==> src/design/deferring_priority_scheduler_core_assert.svh <==
// Assertion macros used by the scheduler sequencer.
`ifndef DEFERRING_PRIORITY_SCHEDULER_CORE_ASSERT_SVH
`define DEFERRING_PRIORITY_SCHEDULER_CORE_ASSERT_SVH

// Same-cycle implication, disabled during reset.
`define DPS_ASSERT_NOW(label, clk, rst, ante, cons) \
  label: assert property (@(posedge clk) disable iff (rst) (ante) |-> (cons)) \
    else $error("scheduler assertion failed");

// Next-cycle implication, disabled during reset.
`define DPS_ASSERT_NEXT(label, clk, rst, ante, cons) \
  label: assert property (@(posedge clk) disable iff (rst) (ante) |=> (cons)) \
    else $error("scheduler assertion failed");

`endif

==> src/design/dps_pkg.sv <==
// Types, codes and constants of the deferring priority scheduler.
`timescale 1ns / 1ps
package dps_pkg;

  localparam int QUEUE_DEPTH_DEF = 32;
  localparam int TAG_W           = 16;
  localparam int PRIO_W          = 16;
  localparam int OPCODE_W        = 2;
  localparam int STATUS_W        = 3;
  localparam int COUNT_W         = 6;

  localparam logic [OPCODE_W-1:0] OP_PUSH   = 2'd0;
  localparam logic [OPCODE_W-1:0] OP_POP    = 2'd1;
  localparam logic [OPCODE_W-1:0] OP_SETPRI = 2'd2;

  localparam logic [STATUS_W-1:0] ST_OK       = 3'd0;
  localparam logic [STATUS_W-1:0] ST_POPPED   = 3'd1;
  localparam logic [STATUS_W-1:0] ST_DEFERRED = 3'd2;
  localparam logic [STATUS_W-1:0] ST_EMPTY    = 3'd3;
  localparam logic [STATUS_W-1:0] ST_FULL     = 3'd4;
  localparam logic [STATUS_W-1:0] ST_NOTFOUND = 3'd5;

  localparam logic signed [PRIO_W-1:0] PRIO_MAX = 16'sh7FFF;

  typedef struct packed {
    logic [OPCODE_W-1:0]      opcode;
    logic [TAG_W-1:0]         entry_tag;
    logic signed [PRIO_W-1:0] entry_priority;
  } in_item_t;

  typedef struct packed {
    logic [STATUS_W-1:0]      status;
    logic [TAG_W-1:0]         out_tag;
    logic signed [PRIO_W-1:0] out_priority;
    logic                     wake;
    logic                     in_deferred;
    logic [COUNT_W-1:0]       entry_count;
  } out_item_t;

  // One stored table entry.
  typedef struct packed {
    logic [TAG_W-1:0]         tag;
    logic signed [PRIO_W-1:0] prio;
  } entry_t;

endpackage

==> src/design/deferring_priority_scheduler_core.sv <==
// Top level of the deferring priority scheduler.
//
//  channel | signals                          | direction | payload
//  --------+----------------------------------+-----------+---------------------
//  in      | in_valid, in_ready, in_item      | to core   | opcode, tag, priority
//  out     | out_valid, out_ready, out_item   | from core | status, tag, prio, flags
//  cfg     | cfg_valid, cfg_ready, cfg_data   | to core   | defer_cutoff
//
// Push, unused opcode, empty pop or empty reprioritize: the sequencer goes straight to its
// result state, then the output register. Pop: a scan, newest to oldest, through the single
// table read port, a decide step, shift steps to close the gap if needed, then a result.
// Reprioritize: a scan over every entry, then a result.
// Reset (synchronous) empties the table and clears the deferred flag and cutoff;
// no clearing pass. The output register lets a new beat enter while a result waits.
`timescale 1ns / 1ps
module deferring_priority_scheduler_core #(
  parameter int QUEUE_DEPTH = dps_pkg::QUEUE_DEPTH_DEF
) (
  input  logic                              clk,
  input  logic                              rst,
  input  logic                              in_valid,
  output logic                              in_ready,
  input  dps_pkg::in_item_t                 in_item,
  output logic                              out_valid,
  input  logic                              out_ready,
  output dps_pkg::out_item_t                out_item,
  input  logic                              cfg_valid,
  output logic                              cfg_ready,
  input  logic signed [dps_pkg::PRIO_W-1:0] cfg_data
);

  localparam int IDX_W = $clog2(QUEUE_DEPTH);

  logic signed [dps_pkg::PRIO_W-1:0] defer_cutoff;
  logic                              res_valid;
  logic                              res_take;
  dps_pkg::out_item_t                res;
  logic                              wr_en;
  logic [IDX_W-1:0]                  wr_addr;
  dps_pkg::entry_t                   wr_data;
  logic                              rd_en;
  logic [IDX_W-1:0]                  rd_addr;
  dps_pkg::entry_t                   rd_data;

  assign cfg_ready = 1'b1;

  always_ff @(posedge clk) begin
    if (rst) begin
      defer_cutoff <= '0;
    end else if (cfg_valid && cfg_ready) begin
      defer_cutoff <= cfg_data;
    end
  end

  // output register: load when empty or being drained this cycle
  assign res_take = res_valid && (!out_valid || out_ready);

  always_ff @(posedge clk) begin
    if (rst) begin
      out_valid <= 1'b0;
    end else if (res_take) begin
      out_valid <= 1'b1;
    end else if (out_ready) begin
      out_valid <= 1'b0;
    end
  end

  always_ff @(posedge clk) begin
    if (res_take) begin
      out_item <= res;
    end
  end

  dps_seq #(
    .DEPTH(QUEUE_DEPTH)
  ) u_seq (
    .clk      (clk),
    .rst      (rst),
    .in_valid (in_valid),
    .in_ready (in_ready),
    .in_item  (in_item),
    .cutoff   (defer_cutoff),
    .res_valid(res_valid),
    .res_take (res_take),
    .res      (res),
    .wr_en    (wr_en),
    .wr_addr  (wr_addr),
    .wr_data  (wr_data),
    .rd_en    (rd_en),
    .rd_addr  (rd_addr),
    .rd_data  (rd_data)
  );

  dps_store #(
    .DEPTH(QUEUE_DEPTH)
  ) u_store (
    .clk    (clk),
    .wr_en  (wr_en),
    .wr_addr(wr_addr),
    .wr_data(wr_data),
    .rd_en  (rd_en),
    .rd_addr(rd_addr),
    .rd_data(rd_data)
  );

endmodule

==> src/design/dps_store.sv <==
// Entry table memory: one write port, one read port with registered data.
`timescale 1ns / 1ps
module dps_store #(
  parameter int DEPTH = dps_pkg::QUEUE_DEPTH_DEF,
  localparam int IDX_W = $clog2(DEPTH)
) (
  input  logic               clk,
  input  logic               wr_en,
  input  logic [IDX_W-1:0]   wr_addr,
  input  dps_pkg::entry_t    wr_data,
  input  logic               rd_en,
  input  logic [IDX_W-1:0]   rd_addr,
  output dps_pkg::entry_t    rd_data
);

  dps_pkg::entry_t mem [DEPTH];

  always_ff @(posedge clk) begin
    if (wr_en) begin
      mem[wr_addr] <= wr_data;
    end
  end

  always_ff @(posedge clk) begin
    if (rd_en) begin
      rd_data <= mem[rd_addr];
    end
  end

endmodule

==> src/design/dps_seq.sv <==
// Sequencer: push, pop scan/select, reprioritize scan and gap-closing shift.
`timescale 1ns / 1ps
`include "deferring_priority_scheduler_core_assert.svh"
module dps_seq #(
  parameter int DEPTH = dps_pkg::QUEUE_DEPTH_DEF,
  localparam int IDX_W = $clog2(DEPTH),
  localparam int CNT_W = $clog2(DEPTH + 1)
) (
  input  logic                              clk,
  input  logic                              rst,
  input  logic                              in_valid,
  output logic                              in_ready,
  input  dps_pkg::in_item_t                 in_item,
  input  logic signed [dps_pkg::PRIO_W-1:0] cutoff,
  output logic                              res_valid,
  input  logic                              res_take,
  output dps_pkg::out_item_t                res,
  output logic                              wr_en,
  output logic [IDX_W-1:0]                  wr_addr,
  output dps_pkg::entry_t                   wr_data,
  output logic                              rd_en,
  output logic [IDX_W-1:0]                  rd_addr,
  input  dps_pkg::entry_t                   rd_data
);

  typedef enum logic [5:0] {
    S_IDLE     = 6'b000001,
    S_SCAN_POP = 6'b000010,
    S_SCAN_SET = 6'b000100,
    S_DECIDE   = 6'b001000,
    S_SHIFT    = 6'b010000,
    S_DONE     = 6'b100000
  } state_t;

  state_t                              state;
  logic [CNT_W-1:0]                    cnt;
  logic                                flag;
  logic [IDX_W-1:0]                    pend_idx;
  logic [IDX_W-1:0]                    best_idx;
  logic [dps_pkg::TAG_W-1:0]           best_tag;
  logic signed [dps_pkg::PRIO_W-1:0]   best_prio;
  logic                                urgent;
  logic [dps_pkg::TAG_W-1:0]           req_tag;
  logic signed [dps_pkg::PRIO_W-1:0]   req_prio;
  logic [dps_pkg::STATUS_W-1:0]        r_status;
  logic [dps_pkg::TAG_W-1:0]           r_tag;
  logic signed [dps_pkg::PRIO_W-1:0]   r_prio;
  logic                                r_wake;

  logic                                accept;
  logic                                full;
  logic [IDX_W-1:0]                    last_idx;
  logic                                more;
  logic                                deferrable;
  logic                                tag_hit;
  logic signed [dps_pkg::PRIO_W-1:0]   rd_prio;
  logic                                serve;
  logic                                push_ok;
  logic                                shift_ok;

  assign in_ready   = (state == S_IDLE);
  assign accept     = in_valid && in_ready;
  assign full       = (cnt == CNT_W'(DEPTH));
  assign last_idx   = IDX_W'(cnt - CNT_W'(1));
  // another entry exists above the one whose data is on the read port
  assign more       = (CNT_W'(pend_idx) + CNT_W'(1)) < cnt;
  assign deferrable = $signed(in_item.entry_priority) >= cutoff;
  assign tag_hit    = (rd_data.tag == req_tag);
  assign rd_prio    = $signed(rd_data.prio);
  assign serve      = urgent || flag || (best_prio < cutoff);
  assign push_ok    = accept && in_item.opcode == dps_pkg::OP_PUSH && !full;
  assign shift_ok   = pend_idx != '0 && CNT_W'(pend_idx) < cnt;

  // memory port control
  always_comb begin
    wr_en   = 1'b0;
    wr_addr = pend_idx - IDX_W'(1);
    wr_data = rd_data;
    rd_en   = 1'b0;
    rd_addr = pend_idx + IDX_W'(1);
    unique case (state)
      S_IDLE: begin
        if (accept && in_item.opcode == dps_pkg::OP_PUSH && !full) begin
          wr_en        = 1'b1;
          wr_addr      = IDX_W'(cnt);
          wr_data.tag  = in_item.entry_tag;
          wr_data.prio = in_item.entry_priority;
        end
        if (accept && cnt != '0) begin
          if (in_item.opcode == dps_pkg::OP_POP) begin
            rd_en   = 1'b1;
            rd_addr = last_idx;
          end else if (in_item.opcode == dps_pkg::OP_SETPRI) begin
            rd_en   = 1'b1;
            rd_addr = '0;
          end
        end
      end
      S_SCAN_POP: begin
        if (pend_idx != '0) begin
          rd_en   = 1'b1;
          rd_addr = pend_idx - IDX_W'(1);
        end
      end
      S_SCAN_SET: begin
        if (tag_hit) begin
          wr_en        = 1'b1;
          wr_addr      = pend_idx;
          wr_data.prio = req_prio;
        end
        rd_en = more;
      end
      S_DECIDE: begin
        if (serve && best_idx != last_idx) begin
          rd_en   = 1'b1;
          rd_addr = best_idx + IDX_W'(1);
        end
      end
      S_SHIFT: begin
        // close the gap: entry at pend_idx moves down one place
        wr_en = 1'b1;
        rd_en = more;
      end
      S_DONE: begin
      end
      default: begin
      end
    endcase
  end

  always_ff @(posedge clk) begin
    if (rst) begin
      state <= S_IDLE;
      cnt   <= '0;
      flag  <= 1'b0;
    end else begin
      unique case (state)
        S_IDLE: begin
          if (accept) begin
            req_tag  <= in_item.entry_tag;
            req_prio <= in_item.entry_priority;
            r_tag    <= '0;
            r_prio   <= '0;
            unique case (in_item.opcode)
              dps_pkg::OP_PUSH: begin
                state <= S_DONE;
                if (full) begin
                  r_status <= dps_pkg::ST_FULL;
                  r_wake   <= 1'b0;
                end else begin
                  r_status <= dps_pkg::ST_OK;
                  cnt      <= cnt + CNT_W'(1);
                  flag     <= flag && deferrable;
                  r_wake   <= !flag || !deferrable;
                end
              end
              dps_pkg::OP_POP: begin
                r_wake <= 1'b0;
                if (cnt == '0) begin
                  r_status <= dps_pkg::ST_EMPTY;
                  flag     <= 1'b0;
                  state    <= S_DONE;
                end else begin
                  pend_idx  <= last_idx;
                  best_idx  <= last_idx;
                  best_tag  <= '0;
                  best_prio <= dps_pkg::PRIO_MAX;
                  urgent    <= 1'b0;
                  state     <= S_SCAN_POP;
                end
              end
              dps_pkg::OP_SETPRI: begin
                r_wake   <= 1'b0;
                r_status <= dps_pkg::ST_NOTFOUND;
                if (cnt != '0) begin
                  pend_idx <= '0;
                  state    <= S_SCAN_SET;
                end else begin
                  state <= S_DONE;
                end
              end
              default: begin
                r_wake   <= 1'b0;
                r_status <= dps_pkg::ST_NOTFOUND;
                state    <= S_DONE;
              end
            endcase
          end
        end
        S_SCAN_POP: begin
          // newest to oldest; first negative entry wins outright
          if (rd_prio < 0) begin
            best_idx  <= pend_idx;
            best_tag  <= rd_data.tag;
            best_prio <= rd_prio;
            urgent    <= 1'b1;
            state     <= S_DECIDE;
          end else begin
            if (rd_prio <= best_prio) begin
              best_idx  <= pend_idx;
              best_tag  <= rd_data.tag;
              best_prio <= rd_prio;
            end
            if (pend_idx == '0) begin
              state <= S_DECIDE;
            end else begin
              pend_idx <= pend_idx - IDX_W'(1);
            end
          end
        end
        S_SCAN_SET: begin
          if (tag_hit) begin
            r_status <= dps_pkg::ST_OK;
          end
          if (more) begin
            pend_idx <= pend_idx + IDX_W'(1);
          end else begin
            state <= S_DONE;
          end
        end
        S_DECIDE: begin
          if (!serve) begin
            flag     <= 1'b1;
            r_status <= dps_pkg::ST_DEFERRED;
            state    <= S_DONE;
          end else begin
            r_status <= dps_pkg::ST_POPPED;
            r_tag    <= best_tag;
            r_prio   <= best_prio;
            if (best_idx == last_idx) begin
              cnt   <= cnt - CNT_W'(1);
              state <= S_DONE;
              if (cnt == CNT_W'(1)) begin
                flag <= 1'b0;
              end
            end else begin
              pend_idx <= best_idx + IDX_W'(1);
              state    <= S_SHIFT;
            end
          end
        end
        S_SHIFT: begin
          if (more) begin
            pend_idx <= pend_idx + IDX_W'(1);
          end else begin
            cnt   <= cnt - CNT_W'(1);
            state <= S_DONE;
          end
        end
        S_DONE: begin
          if (res_take) begin
            state <= S_IDLE;
          end
        end
        default: begin
          state <= S_IDLE;
        end
      endcase
    end
  end

  assign res_valid        = (state == S_DONE);
  assign res.status       = r_status;
  assign res.out_tag      = r_tag;
  assign res.out_priority = r_prio;
  assign res.wake         = r_wake;
  assign res.in_deferred  = flag;
  assign res.entry_count  = dps_pkg::COUNT_W'(cnt);

  `DPS_ASSERT_NOW(a_cnt_bound, clk, rst, 1'b1, cnt <= CNT_W'(DEPTH))
  `DPS_ASSERT_NOW(a_flag_needs_entry, clk, rst, flag, cnt != '0)
  `DPS_ASSERT_NOW(a_shift_range, clk, rst, state == S_SHIFT, shift_ok)
  `DPS_ASSERT_NEXT(a_push_grows, clk, rst, push_ok, cnt == $past(cnt) + CNT_W'(1))

endmodule

==> config.mk <==
export PLATFORM = sky130hd
export DESIGN_NAME = deferring_priority_scheduler_core
export DESIGN_NICKNAME = d
export VERILOG_FILES = /design/src/design/dps_pkg.sv /design/src/design/deferring_priority_scheduler_core.sv /design/src/design/dps_store.sv /design/src/design/dps_seq.sv
export VERILOG_INCLUDE_DIRS = /design/src /design/src/design
export SDC_FILE = /design/constraint.sdc
export NUM_CORES = 2
export LEC_CHECK = 0
export BUFFER_PORTS_ARGS = -buffer_cell sky130_fd_sc_hd__buf_2
export CORE_MARGIN = 2
export CORE_UTILIZATION = 26
export CTS_CLUSTER_DIAMETER = 80
export DETAILED_ROUTE_END_ITERATION = 8
export PLACE_DENSITY_LB_ADDON = 0.12
export SYNTH_ARGS = -nofsm -noshare
export SYNTH_HDL_FRONTEND = slang
export SYNTH_HIERARCHICAL = 1
export SYNTH_SLANG_ARGS = --single-unit
==> constraint.sdc <==
create_clock -name clk -period 7.55 [get_ports clk]
set_input_delay 1.51 -clock clk [delete_from_list [all_inputs] [get_ports clk]]
set_output_delay 1.51 -clock clk [all_outputs]
set_load 0.01 [all_outputs]
-- Word-level counts from Yosys, hierarchy flattened
Memories as Yosys holds them, arrays and structs flattened. A register that Yosys moved wholly into a read port is not among the register bits.
Cells that the tools add are included.
- memories: 1
- bits in registers: 184
- bits in writable memories: 1024
- equal/unequal tests: 39
- bitwise logic cells: 2
- $add $sub $neg: 6
- magnitude comparators: 5
- reductions and logical operators: 37
- mux-type cells: 96
- memories (memory ; words ; bits a word ; read ports ; clocked after Yosys merged registers in ; write ports ; RTL line ; source):
    u_store.mem ; 32 ; 32 ; 1 ; 1 ; 1 ; dps_store.sv:16 ; dps_pkg::entry_t mem [DEPTH];
- operator list (kind ; number):
    16-bit two-way mux ; 15
    16-bit one-hot mux with 2 select lines ; 5
    5-bit two-way mux ; 19
    6-bit two-way mux ; 15
    32-bit two-way mux ; 1
    5-bit one-hot mux with 2 select lines ; 3
    6-bit one-hot mux with 5 select lines ; 1
    3-bit != test, second input constant ; 8
    1-bit two-way mux ; 21
    2-bit != test, second input constant ; 10
    5-bit one-hot mux with 4 select lines ; 1
    6-bit one-hot mux with 3 select lines ; 1
    16-bit == test ; 1
    16-bit greater-or-equal comparator ; 1
    16-bit less-or-equal comparator ; 1
    16-bit by 1-bit < comparator with 1-bit output, second input constant ; 1
    16-bit < comparator ; 1
    5-bit one-hot mux with 3 select lines ; 1
    7-bit AND reduction ; 2
    6-bit by 1-bit == test with 1-bit output, second input constant ; 2
    6-bit == test, second input constant ; 2
    3-bit two-way mux ; 4
    2-bit by 1-bit != test with 1-bit output, second input constant ; 6
    6-bit one-hot mux with 2 select lines ; 1
    other kinds (39) ; 62

-- Longest topological paths before layout
- depth in word-level cells: 8
- mapped depth: 18
- depth with buffers taken out: 14

-- By module
The synthesis kept the hierarchy.
- modules (own cells, without submodules) (module ; instances ; area an instance (um^2) ; cells each ; sequential area each (um^2)):
    dps_store ; 1 ; 40805.4 ; 2260 ; 31710.4
    dps_seq ; 1 ; 7512.2 ; 702 ; 3593.4
    deferring_priority_scheduler_core ; 1 ; 1926.8 ; 102 ; 1631.6

-- Worst setup path after synthesis
OpenSTA, ideal clock, no wires.
- path kind: register to register
- from: register u_seq/best_prio[6] (netlist name)
- to: register u_seq/r_prio[0] (netlist name), enable pin
- stages on the path, launching flop included: 10
- arrival time: 6.996 ns
- setup slack: -0.040 ns
- path buffers: 2
- required time: 6.955 ns
- clock period less this slack: 7.590 ns
- path through: edfxtp_1 -> ha_1 -> a21o_1 -> a221oi_1 -> o21a_1 -> o21ai_0 -> and3_1 -> clkbuf_1 -> clkbuf_1 -> a2111oi_0
- word-level cells in the longest chain between the ends: 4
- RTL lines (item ; RTL line ; source):
    start, declared ; dps_seq.sv:41 ; logic signed [dps_pkg::PRIO_W-1:0] best_prio;
    start signal, assigned ; dps_seq.sv:167 ; best_prio <= dps_pkg::PRIO_MAX;
    start signal, assigned ; dps_seq.sv:195 ; best_prio <= rd_prio;
    start signal, assigned ; dps_seq.sv:202 ; best_prio <= rd_prio;
    16-bit < comparator ; dps_seq.sv:70 ; assign serve = urgent || flag || (best_prio < cutoff);
    1-bit logical OR ; dps_seq.sv:70 ;
    2-bit by 1-bit != test with 1-bit output (no line) ; - ;
    4-bit AND reduction (no line) ; - ;
    end signal, assigned ; dps_seq.sv:229 ; r_prio <= best_prio;
    end, declared ; dps_seq.sv:47 ; logic signed [dps_pkg::PRIO_W-1:0] r_prio;
Every way passes these cells.
A chain may end at the register's enable or synchronous reset.

-- Worst setup path after layout
- from: register u_seq.cnt[1]
- to: register u_store/rd_data[22] (netlist name)
- word-level cells in the longest chain between the ends: 5
- RTL lines (item ; RTL line ; source):
    start, declared ; dps_seq.sv:36 ; logic [CNT_W-1:0] cnt;
    start signal, assigned ; dps_seq.sv:152 ; cnt <= cnt + CNT_W'(1);
    start signal, assigned ; dps_seq.sv:231 ; cnt <= cnt - CNT_W'(1);
    start signal, assigned ; dps_seq.sv:246 ; cnt <= cnt - CNT_W'(1);
    6-bit by 1-bit subtractor with 6-bit output ; dps_seq.sv:64 ; assign last_idx = IDX_W'(cnt - CNT_W'(1));
    5-bit != test ; dps_seq.sv:114 ; if (serve && best_idx != last_idx) begin
    1-bit logical AND ; dps_seq.sv:114 ;
    5-bit two-way mux ; dps_seq.sv:114 ;
    5-bit one-hot mux with 3 select lines * ; dps_seq.sv:81 ; unique case (state)
    via rd_addr[0] ; deferring_priority_scheduler_core.sv:42 ; logic [IDX_W-1:0] rd_addr;
Mark *: on every way through the listed nets, which the timed path passes. The rest lies on a longest branch.

==> metrics.cfg <==
[placed_design]
portBuffers = 99
gp_congestion = 0.7709
hpwlAfterDp_mm = 91.14

[outcome]
status = complete, no violations

[logic_synthesis]
synth_area_leader_cell = edfxtp_1
yosys.cell_types.count = 74
yosysMostFrequentCell = edfxtp_1
postSynthNetCount = 3181
ys.flop_type = edfxtp_1
synth_top_area_share = 0.7232
seq_area_frac_synth = 0.7351
synthArstFlopShare = 0
synth_edf_count = 1210
yosys-top-cells-area = edfxtp_1, mux2i_1, ha_1, a22oi_1, a21oi_1
ys_ff_latch = 1240
synth_area_um2 = 50240
synth_common_cells = edfxtp_1, mux2i_1, a21oi_1
syn_inst = 3064
synth_warnings = 6
syn_area_per_cell_um2 = 16.40

[sta]
period_needed_ps = 5684
hold_viol_final = 0
fmax_ghz = 0.1759
rsz0062_at_grt = no
slew_headroom = 0.1556
worstMarginPinSlew_ps = 1265
setup_viol = 0
tns_ps = 0
slew_viol_final = 0
clock_skew_ps = 32.36
finalCritPeriodShare = 0.7528

[critical_path]
critPathMaxStageDelay_ps = 810
end_kind = register
cp_max_fo = 101
cp.arrival_ps = 6180
slowest_stage = a2111o_2
cp_num_buf_inv = 2
critical-path-top-delay-family = simple AND/OR/NAND/NOR gates
start_kind = register
cp_cell_sequence = inv_1, ha_1, nor3b_1, xnor3_1, nor4_4, and2_4, or4_1, a2111o_2, buf_12, mux2i_1, a22o_1, nor3_1, a31oi_1, nand3_1
worstPathRequired_ps = 8050
crit_type = register to register

[detailed_routing]
wl_met1_mm = 71.39
vias = 27170
first_pass_iters = 8
met3WireLength_mm = 6.327
drtAntennaViolNets = 0
maxUsedRoutingLayer = met4
drtIter0Drc = 2055
wirelength_mm = 150.1
via_per_inst = 4.616
drc = 0
avgRoutedWirePerCell_um = 25.50
wl_met2_mm = 69.18

[run]
cap_violations = 0

[final_layout]
final_nets = 3359
area_growth_pct = 16.83
drive_gt1_frac = 0.1400
n_fill_cell = 18900
final_util = 0.3051

[grt]
grt_first_pass_wirelength_mm = 212.3
grt_pass1_vias = 27510
grt.total_usage = 0.1512
grt_antenna_before_repair = 8
overflow = 0
grt_max_degree = 102

[clock_network]
ctsHoldBuffers = 0
cts_tree = yes
root_buffer = clkbuf_16
htree_num_levels = 4
path_clk_slew_ps = 60
cts.sinks = 1240
clk-insertion-delay-late_ps = 790
cts_resized = 0
cts_made_buffers = 140
post_cts_buffers = 0
ctsLongestPathBuffers = 3

[power_and_ir_drop]
p_leak_nw = 19.67
power_density_nw_per_um2 = 293.9
vdd_drop_max_v = 0.0002416

[floorplanning]
ios = 101
fp.coreArea_um2 = 192400
dieWidth_um = 443.6
start_util = 0.2612
die-area_um2 = 196800
die_h_um = 443.6
rows = 161

[worst_hold_path]
hp-class = register to register

==> cell families (layout without fill, tap and decap cells) <==
logic type               after synthesis  count (layout)  synth area share
flip-flops                          1240            1240            0.7351
AO/OA/AOI/OAI                        437             437           0.05964
adder cells (fa/ha/maj)               62              62           0.01544
buffers and inverters                231             524           0.02386
multiplexers                         547             547            0.1094
AND/OR/NAND/NOR                      513             513           0.05020
other                                  1               4        0.00007464
XOR/XNOR                              33              33          0.006300
==> routing by layer <==
metal,GRT usage,up-vias
met5,0,-
met4,0.04285,0
met3,0.02601,183
met2,0.2386,605
met1,0.2128,14010
li1,-,12370
==> cell usage in the layout (no fill, tap or decap), types with 69 or more instances in the layout <==
master     count
a21oi_1      133
a22oi_1      100
buf_2         99
buf_4         82
clkbuf_16    142
edfxtp_1    1210
inv_1         69
mux2i_1      531
nand2_1      125
nand3_1      107
nor2_1        72
==> layout make-up <==
class                           instances  area (um2)  share of cell area
Multi-Input combinational cell       1593       12410              0.2114
Tap cell                             2526        3161             0.05384
Sequential cell                      1240       36940              0.6292
Timing Repair Buffer                  197        1431             0.02438
Clock inverter                         84       814.5             0.01388
Antenna cell                            3       7.507           0.0001279
Inverter                               70       262.8            0.004476
Clock buffer                          173        3680             0.06269
==> worst paths after layout <==
check / startpoint / depth (start not counted) / slack (ps) / endpoint
setup / recovery: u_seq/cnt[1]$_SDFFE_PP0P_ / 14 / 1870 / u_store/rd_data[22]$_DFFE_PP_
hold / removal: u_seq/r_tag[6]$_SDFFCE_PN0P_ / 0 / 420 / out_item[30]$_DFFE_PP_
setup reg to reg: u_seq/cnt[1]$_SDFFE_PP0P_ / 14 / 1870 / u_store/rd_data[22]$_DFFE_PP_
hold reg to reg: u_seq/r_tag[6]$_SDFFCE_PN0P_ / 0 / 420 / out_item[30]$_DFFE_PP_
==> registers in the layout, indices dropped and copies added (netlist names) <==
name / cells
u_seq/r_status: 3
u_seq/best_tag: 16
out_valid: 1
u_seq/best_prio: 16
u_seq/req_tag: 16
u_seq/best_idx: 5
u_seq/cnt: 6
u_seq/r_tag: 16
u_seq/state: 6
u_store/mem: 1024
u_seq/urgent: 1
u_seq/req_prio: 16
u_seq/flag: 1
out_item: 43
u_store/rd_data: 32
u_seq/pend_idx: 5
defer_cutoff: 16
u_seq/r_wake: 1
u_seq/r_prio: 16
==> power breakdown <==
| part | switching, W | leakage (nW) | total (W) | internal, W |
|---|---|---|---|---|
| Sequential | 0.0000367 | 11.1 | 0.00774 | 0.00771 |
| Clock | 0.00282 | 2.18 | 0.00671 | 0.00389 |
| Combinational | 0.00188 | 6.33 | 0.00280 | 0.000915 |
==> worst reg2reg max path, delay by kind of cell (launching register included) <==
| family | cells | cell delay [ps] |
|---|---|---|
| fa+ha+maj | 1 | 250 |
| buf+inv | 2 | 820 |
| compound gates | 3 | 1460 |
| flops | 1 | 410 |
| xor+xnor | 1 | 350 |
| simple gates | 6 | 1630 |
| mux | 1 | 480 |
==> through the flow <==
step,std cells,setup WS [ps],power (W),cell area [um2],hold slack (ps)
detailed placement,5626,1459,0.01075,54200,404.5
global route,5884,1348,0.01796,58700,421.2
CTS,5883,1749,0.01752,58700,412.6
finish,5886,1866,0.01725,58700,415.7
floorplan,3064,1527,0.009663,50250,400.3
global placement,5626,1553,0.01075,54200,403.4
Power figures use the tool's default switching activity.
